$ cat src/hw/rtl/gec_pkg.sv
// ----------------------------------------------------------------------------
// gec_pkg
// Shared types, constants and the type GUID table of the GPT entry decoder.
// ----------------------------------------------------------------------------
package gec_pkg;

   localparam int MAX_ENTRIES     = 1024;
   localparam int POS_W           = $clog2(MAX_ENTRIES + 1);
   localparam int OFF_W           = POS_W + 32;
   localparam int IDX_W           = 10;
   localparam int SS_W            = 17;
   localparam int CODE_W          = 4;
   localparam int KNOWN_TYPES     = 9;
   localparam int FIFO_DEPTH      = 4;
   localparam int FIFO_PTR_W      = $clog2(FIFO_DEPTH);
   localparam int FIFO_CNT_W      = $clog2(FIFO_DEPTH + 1);
   localparam int SETTLE_CYCLES   = 3;
   localparam int SETTLE_W        = $clog2(SETTLE_CYCLES + 1);

   localparam logic [31:0]       MIN_ENTRY_BYTES = 32'd128;
   localparam logic [CODE_W-1:0] TYPE_UNKNOWN    = 4'd9;

   // configuration register indexes
   localparam logic [2:0] REG_SECTOR_SIZE     = 3'd0;
   localparam logic [2:0] REG_ARRAY_START_LBA = 3'd1;
   localparam logic [2:0] REG_ENTRY_COUNT     = 3'd2;
   localparam logic [2:0] REG_ENTRY_BYTES     = 3'd3;
   localparam logic [2:0] REG_STORAGE_BYTES   = 3'd4;

   localparam logic [63:0] TYPE_LO [KNOWN_TYPES] = '{
      64'h11D2F81FC12A7328, 64'h4433B9E5EBD0A0A2, 64'h4DB80B5CE3C9E316,
      64'h4D4006D1DE94BBA4, 64'h477284830FC63DAF, 64'h43C4A4AB0657FD6D,
      64'h44C2F507E6D6D379, 64'h11AA000048465300, 64'h11AA00007C3457EF
   };
   localparam logic [63:0] TYPE_HI [KNOWN_TYPES] = '{
      64'h3BC93EC9A0004BBA, 64'hC79926B7B668C087, 64'hAE1502F02DF97D81,
      64'hACD67901D5BF6AA1, 64'hE47D47D8693D798E, 64'h4F4F4BC83309E584,
      64'h28F93D2A8F233CA2, 64'hACEC4365300011AA, 64'hACEC4365300011AA
   };

   // settings seen by the front and back parts
   typedef struct packed {
      logic [SS_W-1:0]  sector_size;
      logic [31:0]      entry_bytes;
      logic [63:0]      storage_bytes;
      logic [63:0]      base_end;     // array_start_lba * sector_size + entry_bytes
      logic [POS_W-1:0] cap;          // entry count limited to MAX_ENTRIES
      logic             disabled;
      logic             settling;
      logic             reload;       // last settle cycle: rebuild running offset
   } cfg_type;

   // one classified entry, front to back
   typedef struct packed {
      logic             emit;
      logic             stopped;
      logic [IDX_W-1:0] index;
      logic [63:0]      guid_lo;
      logic [63:0]      guid_hi;
      logic [63:0]      first;
      logic [63:0]      last;
      logic [63:0]      attr;
   } job_type;

   function automatic logic [CODE_W-1:0] classify(input logic [63:0] lo,
                                                  input logic [63:0] hi);
      logic [CODE_W-1:0] code;
      code = TYPE_UNKNOWN;
      for (int k = KNOWN_TYPES - 1; k >= 0; k--) begin
         if (TYPE_LO[k] == lo && TYPE_HI[k] == hi) begin
            code = CODE_W'(k);
         end
      end
      return code;
   endfunction

endpackage

$ cat src/hw/rtl/gec_csr.sv
// ----------------------------------------------------------------------------
// gec_csr
// Header registers, derived limits and the array base product.
// ----------------------------------------------------------------------------
module gec_csr
   import gec_pkg::*;
(
   input  logic        clock,
   input  logic        reset,
   input  logic        csr_valid,
   output logic        csr_ready,
   input  logic [2:0]  csr_index,
   input  logic [63:0] csr_data,
   output cfg_type     cfg
);

   logic [SS_W-1:0]     sector_size_ff;
   logic [63:0]         array_start_ff;
   logic [31:0]         entry_count_ff;
   logic [31:0]         entry_bytes_ff;
   logic [63:0]         storage_bytes_ff;
   logic [SETTLE_W-1:0] settle_ff, settle_in;

   logic [SS_W+31:0]    prod_lo_ff, prod_lo_in;
   logic [31:0]         prod_hi_ff, prod_hi_in;
   logic [63:0]         base_ff, base_in;
   logic [63:0]         base_end_ff, base_end_in;

   logic                wr;

   assign csr_ready = 1'b1;
   assign wr        = csr_valid && csr_ready;

   always_ff @(posedge clock) begin
      if (reset) begin
         sector_size_ff   <= SS_W'(512);
         array_start_ff   <= 64'd2;
         entry_count_ff   <= 32'd128;
         entry_bytes_ff   <= 32'd128;
         storage_bytes_ff <= 64'd0;
      end else if (wr) begin
         case (csr_index)
            REG_SECTOR_SIZE:     sector_size_ff   <= csr_data[SS_W-1:0];
            REG_ARRAY_START_LBA: array_start_ff   <= csr_data;
            REG_ENTRY_COUNT:     entry_count_ff   <= csr_data[31:0];
            REG_ENTRY_BYTES:     entry_bytes_ff   <= csr_data[31:0];
            REG_STORAGE_BYTES:   storage_bytes_ff <= csr_data;
            default: ;
         endcase
      end
   end

   // base product split in two halves, registered, then summed
   always_comb begin
      prod_lo_in  = (SS_W+32)'(array_start_ff[31:0]) * (SS_W+32)'(sector_size_ff);
      prod_hi_in  = 32'(array_start_ff[63:32]) * 32'(sector_size_ff);
      base_in     = 64'(prod_lo_ff) + {prod_hi_ff, 32'd0};
      base_end_in = base_ff + 64'(entry_bytes_ff);
      settle_in   = settle_ff;
      if (wr) begin
         settle_in = SETTLE_W'(SETTLE_CYCLES);
      end else if (settle_ff != '0) begin
         settle_in = settle_ff - 1'b1;
      end
   end

   always_ff @(posedge clock) begin
      prod_lo_ff  <= prod_lo_in;
      prod_hi_ff  <= prod_hi_in;
      base_ff     <= base_in;
      base_end_ff <= base_end_in;
   end

   always_ff @(posedge clock) begin
      if (reset) begin
         settle_ff <= SETTLE_W'(SETTLE_CYCLES);
      end else begin
         settle_ff <= settle_in;
      end
   end

   always_comb begin
      cfg.sector_size   = sector_size_ff;
      cfg.entry_bytes   = entry_bytes_ff;
      cfg.storage_bytes = storage_bytes_ff;
      cfg.base_end      = base_end_ff;
      cfg.cap           = (entry_count_ff > 32'(MAX_ENTRIES)) ? POS_W'(MAX_ENTRIES)
                                                              : entry_count_ff[POS_W-1:0];
      cfg.disabled      = (sector_size_ff == '0) || (entry_bytes_ff < MIN_ENTRY_BYTES) ||
                          (entry_count_ff == '0);
      cfg.settling      = (settle_ff != '0);
      cfg.reload        = (settle_ff == SETTLE_W'(1));
   end

endmodule

$ cat config.mk
export PLATFORM = sky130hd
export DESIGN_NAME = gec_csr
export DESIGN_NICKNAME = d
export VERILOG_FILES = /design/src/hw/rtl/gec_pkg.sv /design/src/hw/rtl/gec_csr.sv
export SDC_FILE = /design/constraint.sdc
export NUM_CORES = 2
export LEC_CHECK = 0
export CORE_MARGIN = 2
export CORE_UTILIZATION = 38
export CTS_CLUSTER_DIAMETER = 200
export DETAILED_ROUTE_END_ITERATION = 7
export DONT_BUFFER_PORTS = 1
export GPL_TIMING_DRIVEN = 0
export SYNTH_ARGS = -nofsm -noshare
export SYNTH_HDL_FRONTEND = slang
export SYNTH_SLANG_ARGS = --single-unit
export TNS_END_PERCENT = 20
$ cat constraint.sdc
create_clock -name clock -period 7.9 [get_ports clock]
set_clock_uncertainty 0.05 [all_clocks]
set_input_delay 0 -clock clock [delete_from_list [all_inputs] [get_ports clock]]
set_output_delay 0 -clock clock [all_outputs]
set_load 0.03 [all_outputs]
# ---- Word-level counts from Yosys, hierarchy flattened
# Index checks and enable logic that the tools add are counted.
# W data, S select, Z words.
dict set report classes {
  magnitude_cmp 2
  n_mul 2
  n_eq_ne 5
  addsub 3
  muxes 1
  n_reduce_logical 12
}
# operator count
set ops {}
lappend ops {{$add A49 B64 Y64} 1}
lappend ops {{$add A64 B32 Y64} 1}
lappend ops {{$mul A32 B17 Y49} 1}
lappend ops {{$gt A32 B11 Y1 const B} 1}
lappend ops {{$logic_not A32 Y1} 1}
lappend ops {{$lt A32 B8 Y1 const B} 1}
lappend ops {{$mul A32 B17 Y32} 1}
lappend ops {{$logic_not A17 Y1} 1}
lappend ops {{$mux W11} 1}
lappend ops {{$reduce_and A2 Y1} 5}
lappend ops {{$eq A3 B2 Y1 const B} 2}
lappend ops {{$eq A3 B1 Y1 const B} 1}
lappend ops {{$eq A3 B3 Y1 const B} 1}
lappend ops {{$logic_not A3 Y1} 1}
lappend ops {{$eq A2 B1 Y1 const B} 1}
lappend ops {{$logic_or A1 B1 Y1} 2}
lappend ops {{$reduce_bool A2 Y1} 1}
lappend ops {{$reduce_or A2 Y1} 1}
lappend ops {{$sub A2 B1 Y2 const B} 1}
dict set report word_totals {
  word_cells 35
  inputBits 70
  out_inout_bits 192
  regBits 420
}

# ---- Longest topological paths before layout
dict set report logic_depth {
  depth_word 3
  ltp_mapped 28
}

# ---- Worst setup path after synthesis
# No wires, ideal clock.
dict set report synth_path {
  kind {reg2reg}
  from {register sector_size_ff[2]}
  to {register prod_hi_ff[30]}
  arrival_ps 6761
  period_less_slack_ps 6934
  path_buffers 2
  setup_slack_ps 966
  required_ps 7726
  setup_time_ps 124
  path_stages_with_launch 25
  path_cell_list {dfxtp_1 clkbuf_1 clkbuf_1 nand2_1 fa_1 inv_1 fa_1 inv_1 fa_1 inv_1 fa_1 fa_1 fa_1 ha_1 a21oi_1 nor2_1 a211oi_1 o211a_1 o21ai_0 a21oi_1 nor2b_1 o41a_1 a221oi_1 mux2i_1 nand3_1}
}
dict set report synth_between {
  elab_chain_len 1
}
# item line_no
set synth_lines {}
lappend synth_lines {{start, declared} gec_csr.sv:17} ;# logic [SS_W-1:0] sector_size_ff;
lappend synth_lines {{start signal, assigned} gec_csr.sv:43} ;# REG_SECTOR_SIZE: sector_size_ff <= csr_data[SS_W-1:0];
lappend synth_lines {{$mul A32 B17 Y32} gec_csr.sv:56} ;# prod_hi_in = 32'(array_start_ff[63:32]) * 32'(sector_size_ff);
lappend synth_lines {{named net prod_hi_in[30]} gec_csr.sv:25} ;# logic [31:0] prod_hi_ff, prod_hi_in;
lappend synth_lines {{end signal, assigned} gec_csr.sv:69} ;# prod_hi_ff <= prod_hi_in;
lappend synth_lines {{end, declared} gec_csr.sv:25}
# The timed path passes the listed nets, and every way through them passes these cells.
# A chain may end at the register's enable or synchronous reset.

# ---- Worst setup path in the final report
dict set report layout_path {
  from {register sector_size_ff[11]}
  to {register prod_lo_ff[48]}
}
dict set report layout_between {
  elab_chain_len 1
}
# item line_no
set layout_lines {}
lappend layout_lines {{$mul A32 B17 Y49} gec_csr.sv:55} ;# prod_lo_in = (SS_W+32)'(array_start_ff[31:0]) * (SS_W+32)'(sector_size_ff);
lappend layout_lines {{named net prod_lo_in[48]} gec_csr.sv:24} ;# logic [SS_W+31:0] prod_lo_ff, prod_lo_in;
lappend layout_lines {{end signal, assigned} gec_csr.sv:68} ;# prod_lo_ff <= prod_lo_in;
lappend layout_lines {{end, declared} gec_csr.sv:24}
# The timed path passes the listed nets, and every way through them passes these cells.

==> run_results.csv <==
group,metric,value,unit
sta,finalCritPeriodShare,97.9,%
pwr,vdd_drop_max,0.000161,V
setup_path,critPathLaunchType,"register",
final_layout,area_delta_synth_final,10.4,%
final_layout,finish.net_count,6267,
global_routing,grt_pass1_vias,35300,
route,route.detailed.drc,0,
sta,hold_viol_final,0,
sta,whs,0.0345,ns
sta,slew_headroom,-2.66,%
place,hpwl,110000,µm
sta,rsz0062_at_grt,"true",
place,placed_cell_area,45600,µm²
pwr,power_density,105,nW/µm²
clocking,ctsLongestPathBuffers,3,
place,place_ws,-1.74,ns
yosys,syn_inst,5062,
final_layout,final_cells,6738,
clocking,root_buffer,"clkbuf_16",
route,wl,136000,µm
die,start_util,38.3,%
global_routing,grt_overflow,0,
pwr,p_leak,22.3,nW
yosys,synth_ff_type,"dfxtp_1",
setup_path,crit_slowest_cell,"fa_1",
die,core_area,114000,µm²
setup_path,critPathArrivalTime,8.18,ns
yosys,synth_warnings,0,
sta,drv_slew,11,
global_routing,grt_start_max_net_pins,15,
final_layout,layout-drive-gt1-share,3.91,%
final_layout,final_common_cell,"nand2_1",
sta,setup_violations,0,
route,wl_per_cell,20.1,µm
flow_run,cap_violations,1,
setup_path,crit_path_frequent_cell,"fa_1",
place,port_buffers,0,
setup_path,critPathMaxFanout,10,
setup_path,path_class,"reg2reg",
sta,fin_ws,0.162,ns
pwr,finalPower,5.07,mW
run_status,status,"finished with violations",
route,dr.pass1.iters,6,
clocking,cts_sinks,420,
yosys,async_reset_ff_share,0,%
clocking,cts_tree,"done",
sta,finalCriticalPeriod,7.74,ns
die,rows,124,
sta,worstMarginPinSlew,1.54,ns
global_routing,antenna_found_initial,14,
clocking,clk_latency,0.64,ns
yosys,syn-num-nets,6143,
yosys,avgSynthCellArea,8.63,µm²
setup_path,critPathMaxStageDelay,0.54,ns
yosys,ys_seq_area_share,19.2,%
die,num_io_pins,262,
final_layout,final_cell_mix,"1156 x nand2_1, 949 x inv_1, 770 x fa_1",
place,place_congestion,0.953,
final_layout,final_util,42.3,%
run_status,violations,"capacitance limit, slew limit",
place,post-place-cells,6574,
hold_path,min-delay-path-class,"in2reg",
route,vias,34100,
clocking,htree_levels,2,
yosys,synthDistinctLibCells,60,
clocking,numCtsBuffers,48,
sta,clock.fmax,129,MHz
route,via_per_inst,5.06,
sta,finalSetupTns,0,ns
global_routing,grt_pass1_wl,210000,µm
die,dieArea,118000,µm²
global_routing,grt_use_total,23.4,%
route,drt_iter0_drc,2603,
route,antenna_left,0,
final_layout,final_area,48300,µm²
setup_path,cp_data_required_time,8.34,ns
die,die_x,343,µm
clocking,clk_pin_slew,0.07,ns
yosys,syn-cell-area,43700,µm²
yosys,synth-edff-count,0,
setup_path,worstSetupEndpointType,"register",
yosys,yosys_register_bits,420,
die,die_h,343,µm
## Yosys cell counts, types with 11 or more instances
| library cell | instances | area share (%) |
|---|---|---|
| a21oi_1 | 299 | 3.4 |
| nor2b_1 | 14 | 0.20 |
| nor3_1 | 28 | 0.32 |
| and3_1 | 24 | 0.34 |
| fa_1 | 770 | 35 |
| xor2_1 | 57 | 1.1 |
| and2_1 | 313 | 4.5 |
| dfxtp_1 | 420 | 19 |
| o21a_1 | 15 | 0.26 |
| ha_1 | 241 | 6.9 |
| clkbuf_1 | 248 | 2.1 |
| xnor2_1 | 130 | 2.6 |
| nand2_1 | 1156 | 9.9 |
| o21ai_0 | 54 | 0.62 |
| nor4_1 | 16 | 0.23 |
| a211oi_1 | 17 | 0.29 |
| o21bai_1 | 13 | 0.22 |
| a31oi_1 | 11 | 0.16 |
| nand2b_1 | 22 | 0.31 |
| nor2_1 | 86 | 0.74 |
| inv_1 | 949 | 8.2 |
| nand3_1 | 38 | 0.44 |
| a21o_1 | 45 | 0.77 |
## path summary, 6_finish.rpt
kind                       from            endpoint  slack [ns]  cells past startpoint
max          sector_size_ff[11]      prod_lo_ff[48]        0.16                     25
min                csr_data[60]  array_start_ff[60]        0.03                      3
max reg2reg  sector_size_ff[11]      prod_lo_ff[48]        0.16                     25
min reg2reg      prod_lo_ff[20]         base_ff[20]        0.28                      0
## kinds of logic (layout without fill, tap and decap cells)
kind of cell / Yosys count / count (layout) / share of synthesized area, %
simple gates: 1735 / 1735 / 17.6
other cells: 1 / 5 / 0.00858
flops: 420 / 420 / 19.2
xor+xnor: 187 / 187 / 3.75
compound gates: 501 / 501 / 6.77
mux: 3 / 3 / 0.0687
buf+inv: 1204 / 1364 / 10.4
fa+ha+maj: 1011 / 1011 / 42.2
## critical path, delay by kind of cell, from the launching register on
family / cells / cell delay [ns]
compound gates: 6 / 1.78
flops: 1 / 0.39
buf+inv: 7 / 1.01
fa+ha+maj: 7 / 3.45
simple gates: 4 / 0.67
xor+xnor: 1 / 0.21
## where the power goes
group          switching [mW]  internal (mW)
combinational           0.307          0.145
clock                   0.958           1.35
sequential              0.124           2.19
total                    1.39           3.68
## sequential cells by signal, indices dropped and copies added (netlist names)
signal and cells:
array_start_ff 64, base_end_ff 64, base_ff 64, storage_bytes_ff 64
prod_lo_ff 49, entry_bytes_ff 32, entry_count_ff 32, prod_hi_ff 32
sector_size_ff 17, settle_ff 2
## final cells by class
type / count / area [µm²]
fillers: 11500 / 65900
repair buffers: 76 / 758
multi-input cells: 3438 / 30800
clock buffers: 67 / 1400
plain buffers: 253 / 1140
well taps: 1512 / 1890
flip-flops and latches: 420 / 8430
diodes: 4 / 10.0
clock inverters: 19 / 236
inverters: 949 / 3560
## what timing repair did
action,4_1_cts,5_1_grt
gates resized for setup,78,112
setup endpoints to repair,31,11
buffers inserted,1,0
pin swaps,2,1
hold buffers,75,0
cloned,0,0
hold endpoints to repair,211,0
## routing by layer
metal	share of wire (%)	global-route usage, %	wire (µm)
met3	9.7	5.98	13100
met1	41	30.7	55800
met2	45	37.1	60600
met5	0.062	0	84
met4	4.4	9.02	5990
Power figures use the tool's default switching activity.
