File: src/hw/rtl/gec_pkg.sv
// ----------------------------------------------------------------------------
// gec_pkg
// Shared types, constants and the type GUID table of the GPT entry decoder.
// ----------------------------------------------------------------------------
package gec_pkg;

   localparam int MAX_ENTRIES     = 1024;
   localparam int POS_W           = $clog2(MAX_ENTRIES + 1);
   localparam int OFF_W           = POS_W + 32;
   localparam int IDX_W           = 10;
   localparam int SS_W            = 17;
   localparam int CODE_W          = 4;
   localparam int KNOWN_TYPES     = 9;
   localparam int FIFO_DEPTH      = 4;
   localparam int FIFO_PTR_W      = $clog2(FIFO_DEPTH);
   localparam int FIFO_CNT_W      = $clog2(FIFO_DEPTH + 1);
   localparam int SETTLE_CYCLES   = 3;
   localparam int SETTLE_W        = $clog2(SETTLE_CYCLES + 1);

   localparam logic [31:0]       MIN_ENTRY_BYTES = 32'd128;
   localparam logic [CODE_W-1:0] TYPE_UNKNOWN    = 4'd9;

   // configuration register indexes
   localparam logic [2:0] REG_SECTOR_SIZE     = 3'd0;
   localparam logic [2:0] REG_ARRAY_START_LBA = 3'd1;
   localparam logic [2:0] REG_ENTRY_COUNT     = 3'd2;
   localparam logic [2:0] REG_ENTRY_BYTES     = 3'd3;
   localparam logic [2:0] REG_STORAGE_BYTES   = 3'd4;

   localparam logic [63:0] TYPE_LO [KNOWN_TYPES] = '{
      64'h11D2F81FC12A7328, 64'h4433B9E5EBD0A0A2, 64'h4DB80B5CE3C9E316,
      64'h4D4006D1DE94BBA4, 64'h477284830FC63DAF, 64'h43C4A4AB0657FD6D,
      64'h44C2F507E6D6D379, 64'h11AA000048465300, 64'h11AA00007C3457EF
   };
   localparam logic [63:0] TYPE_HI [KNOWN_TYPES] = '{
      64'h3BC93EC9A0004BBA, 64'hC79926B7B668C087, 64'hAE1502F02DF97D81,
      64'hACD67901D5BF6AA1, 64'hE47D47D8693D798E, 64'h4F4F4BC83309E584,
      64'h28F93D2A8F233CA2, 64'hACEC4365300011AA, 64'hACEC4365300011AA
   };

   // settings seen by the front and back parts
   typedef struct packed {
      logic [SS_W-1:0]  sector_size;
      logic [31:0]      entry_bytes;
      logic [63:0]      storage_bytes;
      logic [63:0]      base_end;     // array_start_lba * sector_size + entry_bytes
      logic [POS_W-1:0] cap;          // entry count limited to MAX_ENTRIES
      logic             disabled;
      logic             settling;
      logic             reload;       // last settle cycle: rebuild running offset
   } cfg_type;

   // one classified entry, front to back
   typedef struct packed {
      logic             emit;
      logic             stopped;
      logic [IDX_W-1:0] index;
      logic [63:0]      guid_lo;
      logic [63:0]      guid_hi;
      logic [63:0]      first;
      logic [63:0]      last;
      logic [63:0]      attr;
   } job_type;

   function automatic logic [CODE_W-1:0] classify(input logic [63:0] lo,
                                                  input logic [63:0] hi);
      logic [CODE_W-1:0] code;
      code = TYPE_UNKNOWN;
      for (int k = KNOWN_TYPES - 1; k >= 0; k--) begin
         if (TYPE_LO[k] == lo && TYPE_HI[k] == hi) begin
            code = CODE_W'(k);
         end
      end
      return code;
   endfunction

endpackage

File: src/hw/rtl/gec_fifo.sv
// ----------------------------------------------------------------------------
// gec_fifo
// Short queue of classified items between front and back.
// ----------------------------------------------------------------------------
module gec_fifo
   import gec_pkg::*;
(
   input  logic    clock,
   input  logic    reset,
   input  logic    push,
   input  job_type push_data,
   output logic    full,
   input  logic    pop,
   output logic    pop_valid,
   output job_type pop_data
);

   job_type               mem_ff [FIFO_DEPTH];
   logic [FIFO_PTR_W-1:0] wr_ff, rd_ff;
   logic [FIFO_CNT_W-1:0] count_ff, count_in;

   assign full      = (count_ff == FIFO_CNT_W'(FIFO_DEPTH));
   assign pop_valid = (count_ff != '0);
   assign pop_data  = mem_ff[rd_ff];

   always_comb begin
      count_in = count_ff;
      if (push && !pop) begin
         count_in = count_ff + 1'b1;
      end else if (pop && !push) begin
         count_in = count_ff - 1'b1;
      end
   end

   always_ff @(posedge clock) begin
      if (push) begin
         mem_ff[wr_ff] <= push_data;
      end
   end

   always_ff @(posedge clock) begin
      if (reset) begin
         wr_ff    <= '0;
         rd_ff    <= '0;
         count_ff <= '0;
      end else begin
         if (push) begin
            wr_ff <= wr_ff + 1'b1;
         end
         if (pop) begin
            rd_ff <= rd_ff + 1'b1;
         end
         count_ff <= count_in;
      end
   end

`ifndef SYNTHESIS
   a_no_overflow: assert property (@(posedge clock) disable iff (reset)
      full && !pop |=> count_ff == FIFO_CNT_W'(FIFO_DEPTH))
      else $error("queue count moved past depth");

   a_no_underflow: assert property (@(posedge clock) disable iff (reset)
      pop |-> pop_valid)
      else $error("queue popped while empty");
`endif

endmodule

File: config.mk
export PLATFORM = sky130hd
export DESIGN_NAME = gec_fifo
export DESIGN_NICKNAME = d
export VERILOG_FILES = /design/src/hw/rtl/gec_pkg.sv /design/src/hw/rtl/gec_fifo.sv
export SDC_FILE = /design/constraint.sdc
export NUM_CORES = 1
export LEC_CHECK = 0
export ABC_AREA = 0
export BUFFER_PORTS_ARGS = -buffer_cell sky130_fd_sc_hd__buf_2
export CELL_PAD_IN_SITES_DETAIL_PLACEMENT = 0
export CELL_PAD_IN_SITES_GLOBAL_PLACEMENT = 1
export CORE_MARGIN = 5
export CORE_UTILIZATION = 29
export DETAILED_ROUTE_END_ITERATION = 10
export GPL_ROUTABILITY_DRIVEN = 1
export HOLD_SLACK_MARGIN = 0.08
export PLACE_DENSITY_LB_ADDON = 0.3
export SYNTH_ARGS = -nofsm -noshare
export SYNTH_HDL_FRONTEND = slang
export SYNTH_SLANG_ARGS = --single-unit
File: constraint.sdc
create_clock -name clock -period 10.6 [get_ports clock]
set_clock_uncertainty 0.15 [all_clocks]
set_input_delay 2.12 -clock clock [delete_from_list [all_inputs] [get_ports clock]]
set_output_delay 2.12 -clock clock [all_outputs]
set_load 0.01 [all_outputs]
# --- Yosys cells after proc, flatten, opt, wreduce, memory -nomap -nowiden ---
# Memory sizes are Yosys's and may differ from the RTL's. A register that Yosys moved wholly into a read port is not among the register bits.
# Cells that the tools add are included.
op_classes:
  addsub: 4
  n_eq_ne: 1
  n_mux: 6
  n_reduce_logical: 6
op_table:
  columns: ["cell", "n"]
  rows:
  - ["3-bit two-way mux", 2]
  - ["2-bit by 1-bit adder with 2-bit output, second input constant", 2]
  - ["2-bit two-way mux", 2]
  - ["3-bit by 1-bit adder with 3-bit output, second input constant", 1]
  - ["3-bit == test, second input constant", 1]
  - ["3-bit nonzero test", 1]
  - ["3-bit by 1-bit subtractor with 3-bit output, second input constant", 1]
  - ["1-bit logical AND", 2]
  - ["1-bit logical NOT", 2]
  - ["1-bit two-way mux", 2]
  - ["2-bit nonzero test", 1]
word_totals:
  register_bits: 7
  ram_bits: 1328
  in_bits: 336
  out_inout_bits: 334
  word_cells: 21
  n_memories: 1
memory_table:
  columns: ["memory", "words", "width", "rd", "rd_clocked_by_memory_dff", "write_ports", "line", "rtl"]
  rows:
  - ["mem_ff", 4, 332, 1, 1, 1, "gec_fifo.sv:18", "job_type mem_ff [FIFO_DEPTH];"]

# --- Depth between registers and ports, before layout ---
# Gate-level depths: netlist (run 1).
depth:
  word_depth: 4
  mapped_depth: 7
  depth_no_buf: 7

# --- Worst setup path before layout (run 1) ---
# OpenSTA, ideal clock, no wires.
synth_path:
  path_kind: "input-to-reg"
  startpoint: "input port push"
  endpoint: "memory mem_ff[0][0] (netlist bit), enable pin"
  arrival_time_ns: 9.600
  required_ns: 9.715
  path_slack_ns: 0.115
  stages: 1
  cell_sequence: "and2_1"
synth_via:
  elab_chain_cells: 2
synth_lines:
  columns: ["element", "line", "rtl"]
  rows:
  - ["start: declaration", "gec_fifo.sv:10", "input logic push,"]
  - ["1-bit two-way mux", "gec_fifo.sv:36", "if (push) begin"]
  - ["1-bit two-way mux (not written as such)", "gec_fifo.sv:37", "mem_ff[wr_ff] <= push_data;"]
  - ["end: declaration", "gec_fifo.sv:18", null]
# Every way passes these cells.

==> results_dict.tcl, run 1 <==
set metrics [dict create \
    rsz0062_at_grt "false" \
    critical_path_required_ns 8.33 \
    finalSetupViolCount 0 \
    vias_per_cell 4.45 \
    syn2layout_area_growth_pct 21.6 \
    ys_ff_latch 1337 \
    cts_resized 0 \
    final_area_um2 58800 \
    synthDistinctLibCells 19 \
    coreArea_um2 165000 \
    tns_ns 0 \
    die_x_um 418 \
    cts_max_level 4 \
    dr_total_vias 21700 \
    cts_tree "built" \
    grt_start_max_net_pins 133 \
    hp-class "reg -> reg" \
    critPathCaptureType "output pin" \
    hold_buffers 0 \
    avgSynthCellArea_um2 27.2 \
    synth_area_um2 48300 \
    post_cts_buffers 0 \
    die_h_um 418 \
    hpwl_um 70600 \
    criticalPathCategory "reg -> out" \
    async_flop_share 0 \
    drc 0 \
    synth_nets 2120 \
    layout_commonest_cell "edfxtp_1" \
    cts_buffers 145 \
    fmax_mhz 160 \
    ios 670 \
    powerDensity_nw_per_um2 204 \
    antenna_found_initial 72 \
    arrival_ns 3.97 \
    rows 149 \
    met2_usage 0.216 \
    place_area_um2 54200 \
    cp_max_fo 89 \
    synth-seq-area-share 0.829 \
    period_share 0.589 \
    wl_per_cell_um 23.0 \
    first_global_vias 23200 \
    clk_latency_ns 0.76 \
    worst_slew_pin_slew_ns 1.26 \
    gp_congestion 0.722 \
    dieArea_um2 175000 \
    regArea_um2 40100 \
    track_usage 0.126 \
    layout_setup_ws_ns 4.36 \
    max_cap_violations 0 \
    antenna_left 0 \
    p_leak_nw 19.2 \
    io_buffer_count 669 \
    synth_warnings 0 \
    n_fill_cell 15100 \
    gr-total-overflow 0 \
    clkSinkCount 1337 \
    cts-root-buf "clkbuf_16" \
    status "finished, final reports clean" \
    drive_above_1_share 0.461 \
    drt_wl_total_um 112000 \
    top_usage_layer "met2" \
    drtIter0Drc 1682 \
    final.min_clock_period_ns 6.24 \
    nets 2882 \
    hold_viol_final 0 \
    yosys_most_used_dff "edfxtp_1" \
    vdd_drop_max_v 0.000152 \
    multiInputGateArea_um2 7720 \
    maxSlewViolCount 0 \
    synth_edf_count 1328 \
    firstDrtPassIters 4 \
    start_kind "flip-flop" \
    gr-usage-met1 0.145 \
    cts_buffer_depth 3 \
    grt_util_met3 0.0434 \
    pre_cts_ws_ns 4.98 \
    synthCells 1778 \
    layout_common_cells "1328 x edfxtp_1, 669 x buf_2, 332 x mux4_2, 149 x clkbuf_16, 35 x clkbuf_1" \
    grt_pass1_wl_um 162000 \
    clkTransAtPathRegs_ns 0.06 \
    slew_headroom 0.160 \
    initial_core_util 0.292 \
]
==> Yosys cell counts (2+ instances only) <==
| master | count | area, um2 |
|---|---|---|
| or3_1 | 2 | 12.5 |
| mux2i_1 | 2 | 20.0 |
| and2_1 | 4 | 25.0 |
| buf_6 | 32 | 360 |
| ha_1 | 5 | 62.6 |
| clkbuf_1 | 8 | 30.0 |
| mux4_2 | 332 | 7480 |
| nor2_1 | 7 | 26.3 |
| buf_2 | 35 | 175 |
| xnor2_1 | 2 | 17.5 |
| xor2_1 | 3 | 26.3 |
| dfxtp_1 | 9 | 180 |
| edfxtp_1 | 1328 | 39900 |
| inv_1 | 4 | 15.0 |
==> per-stage QoR <==
stage / power, mW / std cells / hold WS (ns) / utilization
floorplan: 6.96 / 1778 / 0.311 / -
global placement: 7.41 / 4582 / 0.323 / 0.328
detailed placement: 7.44 / 4582 / 0.364 / 0.328
CTS: 12.2 / 4843 / 0.379 / 0.355
global route: 12.5 / 4856 / 0.394 / 0.355
finish: 12.0 / 4874 / 0.376 / 0.356
==> cell type report <==
class                           count  share of cell area
Clock inverter                     77              0.0113
Inverter                            4            0.000255
Multi-Input combinational cell    362               0.131
Clock buffer                      184              0.0656
Tap cell                         2189              0.0466
Sequential cell                  1337               0.681
Antenna cell                       31             0.00132
Timing Repair Buffer              690              0.0624
==> state kept, by name, summed over array words and instances, names as in the netlist, named ones only <==
register	flops
mem_ff	1328
rd_ff	2
count_ff	3
wr_ff	2
==> per-layer routing <==
layer	wire, um	vias to the layer above	part of all wire
li1	-	9346	-
met1	41900	11400	0.37
met2	57700	679	0.51
met3	8360	265	0.074
met4	4040	26	0.036
met5	185	-	0.0016
==> worst max-delay path: stages, from the launching register on <==
cell     delay (ns)
dfxtp_4        0.96
buf_4          0.59
buf_12         0.51
mux4_2         0.66
buf_2          0.17
==> cells by family (layout without fill, tap and decap cells) <==
family                     count (synthesis)  in the layout  synth area share
and+or+nand+nor                           15             15           0.00155
other                                      0             31                 0
muxes                                    334            334             0.155
buffers and inverters                     79            955            0.0120
xor gates and xnor gates                   5              5          0.000906
AOI/OAI and AO/OA                          2              2          0.000207
DFF                                     1337           1337             0.829
adders and majority gates                  6              6           0.00171
==> report_power, final <==
group | leakage [nW] | switching, mW | total [mW] | internal, mW
logic | 4.73 | 0.652 | 1.13 | 0.482
clock network | 2.21 | 1.96 | 4.74 | 2.78
registers | 12.3 | 0.0658 | 6.15 | 6.08
==> final timing paths <==
path	from	end	slack (ns)	depth (start not counted)
worst max-delay path	flip-flop	pop_data[273]	4.36	4
worst min-delay path	rd_ff[1]	rd_ff[1]	0.38	2
worst max register to register	wr_ff[1]	mem_ff[1][243]	7.22	5
worst min register to register	rd_ff[1]	rd_ff[1]	0.38	2
Note: power is estimated with default switching activity, not from simulation.
==> run 2: changes to the inputs <==
==> constraint.sdc (replaced) <==
create_clock -name clock -period 5.05 [get_ports clock]
set_clock_uncertainty 0.15 [all_clocks]
set_input_delay 1.01 -clock clock [delete_from_list [all_inputs] [get_ports clock]]
set_output_delay 1.01 -clock clock [all_outputs]
set_load 0.01 [all_outputs]
==> results_dict.tcl, run 2 (same netlist as run 1, synthesis figures left out) <==
set metrics [dict create \
    cts_resized 0 \
    die_h_um 418 \
    final_area_um2 59500 \
    nets 2944 \
    max_cap_violations 0 \
    hold_viol_final 0 \
    first_global_vias 24000 \
    grt_start_max_net_pins 97 \
    antenna_left 0 \
    start_kind "flip-flop" \
    gr-total-overflow 0 \
    cts_max_level 4 \
    cts-root-buf "clkbuf_16" \
    layout_common_cells "1328 x edfxtp_1, 669 x buf_2, 332 x mux4_2, 149 x clkbuf_16, 55 x buf_4" \
    gp_congestion 0.748 \
    rsz0062_at_grt "false" \
    clkTransAtPathRegs_ns 0.06 \
    tns_ns 0 \
    criticalPathCategory "reg -> out" \
    path_cells "buf_12 -> mux4_2 -> buf_2" \
    place_area_um2 54900 \
    slowest_stage "dfxtp_4" \
    antenna_found_initial 71 \
    drt_wl_total_um 117000 \
    critPathCaptureType "output pin" \
    finalSetupViolCount 0 \
    clkSinkCount 1337 \
    status "finished, final reports clean" \
    powerDensity_nw_per_um2 428 \
    r2r_slack_ns 2.64 \
    arrival_ns 2.82 \
    top_register "mem_ff" \
    clk_latency_ns 0.76 \
    hold_buffers 0 \
    firstDrtPassIters 4 \
    power_mw 25.5 \
    ios 670 \
    vias_per_cell 4.49 \
    vdd_drop_max_v 0.000334 \
    final.min_clock_period_ns 3.98 \
    p_leak_nw 19.6 \
    reg_top3 "mem_ff x1328, count_ff x3" \
    cts_buffers 144 \
    drive_above_1_share 0.476 \
    post-place-cells 4645 \
    slew_headroom 0.309 \
    fmax_mhz 251 \
    maxSlewViolCount 0 \
    hpwl_um 78200 \
    die_x_um 418 \
    n_fill_cell 15200 \
    grt_pass1_wl_um 167000 \
    coreArea_um2 165000 \
    track_usage 0.131 \
    cp_max_fo 59 \
    drtIter0Drc 1342 \
    cts_buffer_depth 3 \
    syn2layout_area_growth_pct 23.1 \
    post_cts_buffers 0 \
    worst_slew_pin_slew_ns 1.04 \
    cpPeakStageDelay_ns 0.99 \
    io_buffer_count 669 \
    final_util 0.360 \
    critical_path_required_ns 3.89 \
    finalNonFillerCells 4931 \
    largest_register_ffs 1328 \
    cts_tree "built" \
    hp-class "in -> reg" \
    period_share 0.789 \
    dieArea_um2 175000 \
    layout_commonest_cell "edfxtp_1" \
    rows 149 \
    drc 0 \
    initial_core_util 0.292 \
    wl_per_cell_um 23.7 \
    dr_total_vias 22100 \
]
run 2: area by class of cell:
cell class / count / area, um2 / share of cell area
repair buffers: 753 / 4340 / 0.0729
clock inverters: 88 / 763 / 0.0128
flip-flops and latches: 1337 / 40100 / 0.673
well taps: 2189 / 2740 / 0.0460
inverters: 4 / 15.0 / 0.000252
multi-input cells: 362 / 7720 / 0.130
diodes: 29 / 72.6 / 0.00122
clock buffers: 169 / 3800 / 0.0639
run 2: per-stage QoR:
step	hold WS [ns]	worst slack (ns)
finish	0.292	1.07
global route	0.210	0.850
CTS	0.182	0.857
detailed placement	0.358	1.76
global placement	0.326	1.75
floorplan	0.311	1.15
run 2: layer usage:
layer  share of wire  GRT usage
met5          0.0016          0
met1            0.36      0.145
met4           0.028     0.0406
met2            0.53      0.234
met3           0.079     0.0478
run 2: path summary, 6_finish.rpt:
kind,from,end,cells past startpoint
worst max-delay path,flip-flop,pop_data[74],3
worst min-delay path,push_data[183],mem_ff[3][183],1
worst max register to register,wr_ff[0],mem_ff[2][216],4
worst min register to register,rd_ff[1],rd_ff[1],2
run 2: report_power, final:
group / switching, mW / total [mW] / internal (mW)
sequential: 0.127 / 12.9 / 12.8
clock: 4.22 / 10.1 / 5.86
combinational: 1.41 / 2.48 / 1.08
run 2: worst max-delay path: cells and delay by family (launching register included):
kind,cells,cell delay [ns]
flip-flops,1,0.99
buffers and inverters,2,0.58
multiplexers,1,0.37
